**src/sv/pal_pkg.sv**
```systemverilog
// Shared constants for the positional array list: field widths and command codes.
// No dependencies; the RAM and the top level import this package.
`timescale 1ns / 1ps

package pal_pkg;

  localparam int WORD_W    = 32;
  localparam int POS_W     = 7;
  localparam int CNT_W     = 7;
  localparam int S_TDATA_W = 40;
  localparam int M_TDATA_W = 40;

  localparam logic CMD_INSERT = 1'b0;
  localparam logic CMD_DELETE = 1'b1;

endpackage

```
**src/sv/pal_ram.sv**
```systemverilog
// Single-port-write, single-port-read synchronous RAM holding the list entries.
// Depends on pal_pkg for the word width; read data is registered.
`timescale 1ns / 1ps

module pal_ram #(
  parameter int DEPTH = 64,
  parameter int AW    = 6
) (
  input  logic                       clk_i,
  input  logic                       wr_en_i,
  input  logic [AW-1:0]              wr_addr_i,
  input  logic [pal_pkg::WORD_W-1:0] wr_data_i,
  input  logic                       rd_en_i,
  input  logic [AW-1:0]              rd_addr_i,
  output logic [pal_pkg::WORD_W-1:0] rd_data_o
);
  import pal_pkg::*;

  logic [WORD_W-1:0] mem_q [DEPTH];
  logic [WORD_W-1:0] rd_data_q;

  always_ff @(posedge clk_i) begin
    if (wr_en_i) begin
      mem_q[wr_addr_i] <= wr_data_i;
    end
    if (rd_en_i) begin
      rd_data_q <= mem_q[rd_addr_i];
    end
  end

  assign rd_data_o = rd_data_q;

endmodule

```
**src/sv/positional_array_list.sv**
```systemverilog
// Channel   Dir  Handshake                   Payload
// s_axis    in   s_axis_tvalid/s_axis_tready tuser: cmd; tdata: position, value
// m_axis    out  m_axis_tvalid/m_axis_tready tdata: ok, removed_value, count
//
// A command shifts the entries from its position to the end of the list through the RAM,
// which moves one entry per cycle over one read and one write port. An insert at the end
// shifts no entry and only writes the value; a rejected command goes straight to its result.
// Reset clears the entry count and the control state; the RAM needs no clearing.
// A result waits in the output register while the next command is being taken.
// Top level of the positional array list; depends on pal_pkg and pal_ram.
`timescale 1ns / 1ps

module positional_array_list #(
  parameter int CAPACITY = 64
) (
  input  logic                          clk_i,
  input  logic                          rst_ni,
  input  logic                          s_axis_tvalid,
  output logic                          s_axis_tready,
  input  logic [pal_pkg::S_TDATA_W-1:0] s_axis_tdata,  // position[6:0], value[38:7], zero
  input  logic                          s_axis_tuser,  // cmd
  output logic                          m_axis_tvalid,
  input  logic                          m_axis_tready,
  output logic [pal_pkg::M_TDATA_W-1:0] m_axis_tdata   // ok[0], removed_value[32:1], count[39:33]
);
  import pal_pkg::*;

  localparam int IW    = (CAPACITY > 1) ? $clog2(CAPACITY) : 1;
  localparam int CW    = $clog2(CAPACITY + 1);
  localparam int CMP_W = ((CW > POS_W) ? CW : POS_W) + 1;

  localparam logic [1:0] ST_IDLE = 2'd0;
  localparam logic [1:0] ST_RUN  = 2'd1;
  localparam logic [1:0] ST_DONE = 2'd2;

  logic [1:0]        state_q, state_d;
  logic [CW-1:0]     used_q, used_d;
  logic [CW-1:0]     rd_left_q, rd_left_d;
  logic              pend_q, pend_d;
  logic              m_valid_q, m_valid_d;
  logic              op_q;
  logic [WORD_W-1:0] val_q;
  logic [IW-1:0]     k_q;
  logic [IW-1:0]     rd_addr_q;
  logic [IW-1:0]     pend_addr_q;
  logic              res_ok_q;
  logic [WORD_W-1:0] res_rem_q;
  logic [M_TDATA_W-1:0] m_tdata_q;

  logic              s_acc;
  logic              out_free;
  logic [CMP_W-1:0]  pos_x;
  logic [CMP_W-1:0]  used_x;
  logic              ins_ok;
  logic              del_ok;
  logic              cmd_ok;
  logic [IW-1:0]     k_in;
  logic              rd_en;
  logic              wr_en;
  logic [IW-1:0]     wr_addr;
  logic [WORD_W-1:0] wr_data;
  logic [WORD_W-1:0] rd_data;
  logic              run_end;

  assign s_axis_tready = (state_q == ST_IDLE);
  assign s_acc         = s_axis_tvalid && s_axis_tready;
  assign out_free      = !m_valid_q || m_axis_tready;

  assign pos_x  = CMP_W'(s_axis_tdata[POS_W-1:0]);
  assign used_x = CMP_W'(used_q);
  assign ins_ok = (pos_x != '0) && (pos_x <= used_x + CMP_W'(1))
                  && (used_x < CMP_W'(CAPACITY));
  assign del_ok = (pos_x != '0) && (pos_x <= used_x);
  assign cmd_ok = (s_axis_tuser == CMD_INSERT) ? ins_ok : del_ok;
  assign k_in   = IW'(pos_x - CMP_W'(1));

  assign rd_en   = (state_q == ST_RUN) && (rd_left_q != '0);
  assign run_end = (state_q == ST_RUN) && (rd_left_q == '0) && !pend_q;

  always_comb begin
    wr_en   = 1'b0;
    wr_addr = k_q;
    wr_data = val_q;
    if (state_q == ST_RUN) begin
      if (pend_q) begin
        if (op_q == CMD_INSERT) begin
          wr_en   = 1'b1;
          wr_addr = pend_addr_q + IW'(1);
          wr_data = rd_data;
        end else if (pend_addr_q != k_q) begin
          wr_en   = 1'b1;
          wr_addr = pend_addr_q - IW'(1);
          wr_data = rd_data;
        end
      end else if ((rd_left_q == '0) && (op_q == CMD_INSERT)) begin
        wr_en = 1'b1;
      end
    end
  end

  pal_ram #(
    .DEPTH (CAPACITY),
    .AW    (IW)
  ) u_ram (
    .clk_i     (clk_i),
    .wr_en_i   (wr_en),
    .wr_addr_i (wr_addr),
    .wr_data_i (wr_data),
    .rd_en_i   (rd_en),
    .rd_addr_i (rd_addr_q),
    .rd_data_o (rd_data)
  );

  always_comb begin
    state_d   = state_q;
    used_d    = used_q;
    rd_left_d = rd_left_q;
    pend_d    = rd_en;
    m_valid_d = m_valid_q;
    if (m_valid_q && m_axis_tready) begin
      m_valid_d = 1'b0;
    end
    case (state_q)
      ST_IDLE: begin
        if (s_acc) begin
          if (cmd_ok) begin
            state_d   = ST_RUN;
            rd_left_d = used_q - CW'(k_in);
            if (s_axis_tuser == CMD_INSERT) begin
              used_d = used_q + CW'(1);
            end else begin
              used_d = used_q - CW'(1);
            end
          end else begin
            state_d = ST_DONE;
          end
        end
      end
      ST_RUN: begin
        if (rd_en) begin
          rd_left_d = rd_left_q - CW'(1);
        end
        if (run_end) begin
          state_d = ST_DONE;
        end
      end
      ST_DONE: begin
        if (out_free) begin
          m_valid_d = 1'b1;
          state_d   = ST_IDLE;
        end
      end
      default: begin
        state_d = ST_IDLE;
      end
    endcase
  end

  always_ff @(posedge clk_i or negedge rst_ni) begin
    if (!rst_ni) begin
      state_q   <= ST_IDLE;
      used_q    <= '0;
      rd_left_q <= '0;
      pend_q    <= 1'b0;
      m_valid_q <= 1'b0;
    end else begin
      state_q   <= state_d;
      used_q    <= used_d;
      rd_left_q <= rd_left_d;
      pend_q    <= pend_d;
      m_valid_q <= m_valid_d;
    end
  end

  always_ff @(posedge clk_i) begin
    if (s_acc) begin
      op_q      <= s_axis_tuser;
      val_q     <= s_axis_tdata[POS_W +: WORD_W];
      k_q       <= k_in;
      res_ok_q  <= cmd_ok;
      res_rem_q <= '0;
      if (s_axis_tuser == CMD_INSERT) begin
        rd_addr_q <= IW'(used_q - CW'(1));
      end else begin
        rd_addr_q <= k_in;
      end
    end else if (rd_en) begin
      if (op_q == CMD_INSERT) begin
        rd_addr_q <= rd_addr_q - IW'(1);
      end else begin
        rd_addr_q <= rd_addr_q + IW'(1);
      end
    end
    pend_addr_q <= rd_addr_q;
    if ((state_q == ST_RUN) && pend_q && (op_q == CMD_DELETE) && (pend_addr_q == k_q)) begin
      res_rem_q <= rd_data;
    end
    if ((state_q == ST_DONE) && out_free) begin
      m_tdata_q <= {CNT_W'(used_q), res_rem_q, res_ok_q};
    end
  end

  assign m_axis_tvalid = m_valid_q;
  assign m_axis_tdata  = m_tdata_q;

  a_used_bound: assert property (@(posedge clk_i) disable iff (!rst_ni)
    CW'(used_q) <= CW'(CAPACITY))
    else $error("entry count exceeds capacity");

  a_idle_quiet: assert property (@(posedge clk_i) disable iff (!rst_ni)
    (state_q == ST_IDLE) |-> ((rd_left_q == '0) && !pend_q))
    else $error("shift still in progress while idle");

  a_full_reject: assert property (@(posedge clk_i) disable iff (!rst_ni)
    (s_acc && (s_axis_tuser == CMD_INSERT) && (CMP_W'(used_q) == CMP_W'(CAPACITY)))
    |=> (!res_ok_q && (state_q == ST_DONE)))
    else $error("insert into a full list was not rejected");

  a_count_hold: assert property (@(posedge clk_i) disable iff (!rst_ni)
    !s_acc |=> (used_q == $past(used_q)))
    else $error("entry count changed without a transaction");

endmodule
```
**config.mk**
```make
export PLATFORM = sky130hd
export DESIGN_NAME = positional_array_list
export DESIGN_NICKNAME = d
export VERILOG_FILES = /design/src/sv/pal_pkg.sv /design/src/sv/pal_ram.sv /design/src/sv/positional_array_list.sv
export SDC_FILE = /design/constraint.sdc
export NUM_CORES = 2
export LEC_CHECK = 0
export ABC_AREA = 0
export BUFFER_PORTS_ARGS = -buffer_cell sky130_fd_sc_hd__buf_2
export CAP_MARGIN = 20
export CORE_MARGIN = 8
export CORE_UTILIZATION = 55
export DETAILED_ROUTE_END_ITERATION = 16
export PLACE_DENSITY = 0.71
export SLEW_MARGIN = 15
export SYNTH_ARGS = -nofsm -noshare
export SYNTH_HDL_FRONTEND = slang
export SYNTH_SLANG_ARGS = --single-unit
```
**constraint.sdc**
```tcl
create_clock -name clk_i -period 6.6 [get_ports clk_i]
set_clock_uncertainty 0.1 [all_clocks]
set_input_delay 0 -clock clk_i [delete_from_list [all_inputs] [get_ports clk_i]]
set_output_delay 0 -clock clk_i [all_outputs]
set_load 0.02 [all_outputs]
```
Word level (Yosys, flattened, before mapping)
Memory sizes are Yosys's and may differ from the RTL's. A register that Yosys moved wholly into a read port is not among the register bits.
Index checks and enable logic that the tools add are counted.
{"block": "totals", "regBits": 142, "ramBits": 2048, "output_inout_bits": 42, "n_memories": 1}
{"block": "classes", "addsub": 10, "n_lt_le_gt_ge": 3, "eq_ne": 9, "muxes": 35, "bitwise": 1, "reduce_logical": 26}
{"memory": "u_ram.mem_q", "depth": 64, "width": 32, "read_ports": 1, "rd_clocked_by_memory_dff": 1, "wr": 1, "line_no": "pal_ram.sv:19", "text": "logic [WORD_W-1:0] mem_q [DEPTH];"}
{"cell": "two-way mux 32 bit", "count": 6}
{"cell": "two-way mux 6 bit", "count": 8}
{"cell": "two-way mux 7 bit", "count": 4}
{"cell": "subtractor 6 x 1 -> 6 bit, second input constant", "count": 3}
{"cell": "case mux 7 bit (2 select lines)", "count": 1}
{"cell": "subtractor 7 x 1 -> 7 bit, second input constant", "count": 2}
{"cell": "logical AND 1 bit", "count": 13}
{"cell": "adder 6 x 1 -> 6 bit, second input constant", "count": 2}
{"cell": "two-way mux 1 bit", "count": 11}
{"cell": "adder 7 x 1 -> 8 bit, second input constant", "count": 1}
{"cell": "<= comparator 7 x 8 -> 1 bit", "count": 1}
{"cell": "two-way mux 2 bit", "count": 4}
{"cell": "nonzero test 8 bit", "count": 1}
{"cell": "adder 7 x 1 -> 7 bit, second input constant", "count": 1}
{"cell": "<= comparator 7 bit", "count": 1}
{"cell": "zero test 7 bit", "count": 1}
{"cell": "< comparator 7 bit, second input constant", "count": 1}
{"cell": "nonzero test 7 bit", "count": 1}
{"cell": "subtractor 7 x 6 -> 7 bit", "count": 1}
{"cell": "equality test 6 bit", "count": 1}
{"cell": "inequality test 2 bit, second input constant", "count": 3}
{"cell": "inequality test 6 bit", "count": 1}
{"cell": "case mux 2 bit (3 select lines)", "count": 1}
{"cell": "AND reduction 3 bit", "count": 2}
{"cell": "other kinds (9)", "count": 13}

Logic depth before layout (Yosys ltp)
{"block": "depth", "depth_word": 8, "ltp_mapped": 13, "depth_no_buf": 12}

By module
A second synthesis with hierarchy kept.
{"block": "unflattened", "hier_cells": 3843, "area_unflattened_um2": 85762.3}
{"mod": "pal_ram", "instances": 1, "cells_each": 3324, "area_each_um2": 78835.6}
{"mod": "positional_array_list", "instances": 1, "cells_each": 519, "area_each_um2": 6926.6}

Least setup slack after synthesis
OpenSTA, ideal clock, no wires.
{"block": "synth_path", "path_kind": "register -> register", "startpoint": "reg rd_left_q[0]", "endpoint": "mem u_ram.mem_q[30][0] (enable)", "setup_ps": 461, "arrival_ps": 4210, "t_required_ps": 6039, "path_slack_ps": 1829, "stages_incl_launch_ff": 11, "path_buffers": 1, "period_less_slack_ps": 4771, "path_cell_list": "dfrtp_1 -> inv_1 -> ha_1 -> or3b_1 -> nor3_2 -> nor4b_4 -> a21oi_1 -> nor2_1 -> a21oi_4 -> buf_2 -> nor3_1"}
{"block": "synth_via", "elab_chain_len": 7}
{"element": "start: declaration", "line_no": "positional_array_list.sv:38", "text": "logic [CW-1:0] rd_left_q, rd_left_d;"}
{"element": "start signal: assignment", "line_no": "positional_array_list.sv:169", "text": "rd_left_q <= rd_left_d;"}
{"element": "zero test 7 bit", "line_no": "positional_array_list.sv:95", "text": "end else if ((rd_left_q == '0) && (op_q == CMD_INSERT)) begin"}
{"element": "logical AND 1 bit", "line_no": "positional_array_list.sv:95"}
{"element": "two-way mux 1 bit", "line_no": "positional_array_list.sv:95"}
{"element": "two-way mux 1 bit", "line_no": "positional_array_list.sv:85", "text": "if (pend_q) begin"}
{"element": "two-way mux 1 bit", "line_no": "positional_array_list.sv:84", "text": "if (state_q == ST_RUN) begin"}
{"element": "two-way mux 1 bit", "line_no": "pal_ram.sv:23", "text": "if (wr_en_i) begin"}
{"element": "two-way mux 1 bit (not written as such)", "line_no": "pal_ram.sv:24", "text": "mem_q[wr_addr_i] <= wr_data_i;"}
{"element": "end: declaration", "line_no": "pal_ram.sv:19"}
No other way between the ends.

Final worst setup path
{"block": "layout_path", "startpoint": "reg state_q[0]", "endpoint": "mem u_ram.mem_q[40][9] (enable)"}
{"block": "layout_via", "elab_chain_len": 4}
{"element": "start: declaration", "line_no": "positional_array_list.sv:36", "text": "logic [1:0] state_q, state_d;"}
{"element": "start signal: assignment", "line_no": "positional_array_list.sv:167", "text": "state_q <= state_d;"}
{"element": "equality test 2 x 1 -> 1 bit *", "line_no": "positional_array_list.sv:84"}
{"element": "two-way mux 1 bit", "line_no": "positional_array_list.sv:84"}
{"element": "two-way mux 1 bit", "line_no": "pal_ram.sv:23"}
{"element": "two-way mux 1 bit (not written as such)", "line_no": "pal_ram.sv:24"}
Mark *: on every way between the ends. The rest lies on a longest branch, timed or not.

==> out/qor.csv <==
stage,metric,value,unit
cts,htreeDepth,4,
placement,dp_slack,1.66,ns
setup_path,crit_required,7.03,ns
timing,finalSetupViolations,0,
setup_path,reg2reg_depth,7,
timing,slew_violations,0,
layout,final_common_cell,edfxtp_1,
cts,post-cts-setup-buffers,0,
setup_path,critPathMostFrequentCell,nor2b_1,
yosys,synthCells,3812,
floorplan,ios,87,
worst_hold_path,worstHoldPathCells,4,
setup_path,end_kind,flop,
floorplan,coreArea,156000,µm²
flow_run,drv_cap,0,
floorplan,rows,145,
timing,relSlewSlack,18.7,%
setup_path,crit_type,flop to flop,
yosys,avgSynthCellArea,22.5,µm²
detailed_routing,route.detailed.drc,0,
setup_path,critical-path-top-delay-family,simple AND/OR/NAND/NOR gates,
detailed_routing,post_drt_wl_per_cell,32.7,µm
grt,grt_pass1_vias,41400,
yosys,postSynthNetCount,3889,
floorplan,die_area,169000,µm²
cts,cts_sinks,2222,
placement,gp_congestion,0.882,
yosys,synth_top_area_share,76.9,%
run_status,status,completed,
floorplan,die_y,411,µm
cts,cts_tree,yes,
setup_path,arrival,5.60,ns
yosys,synth.distinct_cells,65,
placement,io_buffer_count,85,
grt,grt_max_degree,146,
grt,grt.total_usage,24.6,%
detailed_routing,viasPerCell,6.50,
timing,fin_crit_sh,78.3,%
setup_path,r2r-end,u_ram.mem_q[40][9]$_DFFE_PP_,
grt,overflow,0,
timing,fmax,193,MHz
worst_hold_path,hold_class,primary input to flop,
setup_path,r2r_slack,1.43,ns
yosys,async_flop_share,0.810,%
timing,hold_viol,0,
setup_path,critical_path.max_stage_delay,1.01,ns
timing,fin_ws,1.43,ns
worst_hold_path,min_to,m_axis_tvalid$_DFF_PN0_,
yosys,mappedNetlistArea,85900,µm²
layout,drive_gt1_share,28.6,%
floorplan,initial_core_util,55.2,%
yosys,ys.flop_type,edfxtp_1,
setup_path,start_kind,flop,
timing,period_needed,5.17,ns
yosys,netlist.top_cell.by_area,edfxtp_1,
detailed_routing,drt_pass1_iterations,5,
pwr,p_per_area,496,nW/µm²
yosys,synth_edf_count,2198,
worst_hold_path,hp-start,m_axis_tready,
setup_path,crit_fanout,39,
layout,syn_to_final_growth,13.1,%
grt,antenna_found_initial,12,
setup_path,crit_path_cell_trace,nor2b_1 > o311a_2 > a22oi_1 > nor2b_1 > nand2b_1 > nor2_4 > buf_4,
timing,fin_setup_tns,0,ns
cts,clkTransAtPathRegs,0.07,ns
setup_path,rr_startpoint,state_q[0]$_DFFE_PN0P_,
layout,layout.nets,4210,
timing,rsz0062_at_grt,false,
detailed_routing,drt.antenna.violating_nets,0,
pwr,total_leakage_power,30.8,nW
floorplan,fp.dieW,411,µm
timing,tightest_slew,1.22,ns
pwr,irDropWorstVdd,0.394,mV
cts,cts_resized,0,
cts,cts_max_path_buffers,3,
yosys,yosysWarnings,0,
setup_path,slowest_stage,o311a_2,
layout,layout_common_cells,"edfxtp_1, mux4_2, clkbuf_16",
cts,insertion_delay,0.86,ns
detailed_routing,vias,41400,
layout,fillers,10200,
layout,multi_input_area,18800,µm²
cts,cts-hold-fix-buffers,82,
yosys,ys_seq_area_share,77.5,%
yosys,synth_seq_cells,2222,
detailed_routing,drt_iter0_drc,5680,
placement,place.detailed.hpwl,115000,µm
layout,seqCellArea,66600,µm²
setup_path,path_buf_inv,1,
cts,cts_root_buf,clkbuf_16,
yosys,synth_area_leaders,"edfxtp_1, mux4_2, mux2i_1",
cts,cts_buffers,208,
pwr,finalPower,48.1,mW
detailed_routing,wl,209000,µm
setup_path,crit_start,state_q[0]$_DFFE_PN0P_,
grt,grt_pass1_wl,298000,µm
[sequential cells by signal (all words and copies together) (netlist names), 6 cells and up]
signal           cells
u_ram.mem_q       2048
m_axis_tdata        40
res_rem_q           32
u_ram.rd_data_o     32
val_q               32
rd_left_q            7
used_q               7
k_q                  6
pend_addr_q          6
rd_addr_q            6
[how the worst max path moves through the flow]
| stage | end | cells past startpoint | slack (ns) |
|---|---|---|---|
| 3_3_place_gp | u_ram.mem_q[42][12]$_DFFE_PP_ | 7 | 1.70 |
| 6_report | u_ram.mem_q[40][9]$_DFFE_PP_ | 7 | 1.43 |
| 2_1_floorplan | u_ram.mem_q[30][0]$_DFFE_PP_ | 10 | 1.83 |
| 4_1_cts | u_ram.mem_q[42][30]$_DFFE_PP_ | 7 | 1.60 |
| 5_1_grt | u_ram.mem_q[40][9]$_DFFE_PP_ | 7 | 1.26 |
| 3_5_place_dp | u_ram.mem_q[42][12]$_DFFE_PP_ | 7 | 1.66 |
[metal layers]
metal	vias up	GRT usage, %	routed length, µm
met5	-	0	0
li1	16700	-	-
met4	0	8.54	7320
met2	2423	38.5	99200
met1	22000	34.1	78900
met3	337	6.27	23300
[layout make-up]
| class | count | area share [%] |
|---|---|---|
| well taps | 2058 | 2.65 |
| clock buffers | 252 | 5.53 |
| flip-flops and latches | 2222 | 68.6 |
| repair buffers | 310 | 2.55 |
| inverters | 33 | 0.128 |
| multi-input cells | 1358 | 19.3 |
| clock inverters | 135 | 1.24 |
| diodes | 5 | 0.0129 |
[stage by stage]
step / cell area (µm²) / util, % / hold slack [ns] / instances
2_1_floorplan: 85900 / - / -0.396 / 3812
3_3_place_gp: 89600 / 57.6 / -0.126 / 5897
3_5_place_dp: 89600 / 57.6 / -0.121 / 5897
4_1_cts: 97000 / 62.3 / 0.00436 / 6366
5_1_grt: 97100 / 62.4 / 0.0460 / 6369
6_report: 97100 / 62.4 / 0.0378 / 6373
[tightest hold or removal path: cells and delay by family]
kind                   cells  cell delay [ns]
and+or+nand+nor            2             0.28
buffers and inverters      2             0.65
[logic make-up (layout without fill, tap and decap cells)]
logic type	Yosys count	count (layout)	share of synthesized area [%]
flops	2222	2222	77.5
other cells	0	5	0
fa+ha+maj	32	32	0.484
compound gates	211	211	1.70
simple gates	402	402	2.27
xor+xnor	42	42	0.428
buf+inv	232	730	1.26
mux	671	671	16.3
[power by group]
group	switching [mW]	total [mW]	internal (mW)
clock network	5.18	11.6	6.41
logic	10.7	16.3	5.56
registers	0.560	20.3	19.7
[synthesized netlist by cell type (all sizes together), types with 4 or more instances]
library cell  count
a22oi            36
clkbuf           73
inv              30
mux2i            86
nor3             50
nand2           129
nor2             91
nor2b             7
a32oi             4
buf             126
a21oi            25
mux4            584
nand2b           43
ha               30
xor2             10
and2             34
o22ai            57
dfxtp             6
xnor2            32
a31oi            13
a21o              6
o211ai           25
o21ai            24
dfrtp            18
and3              5
or3               4
edfxtp         2198
nand3            25
No activity file was read; power rests on OpenSTA's default activity.
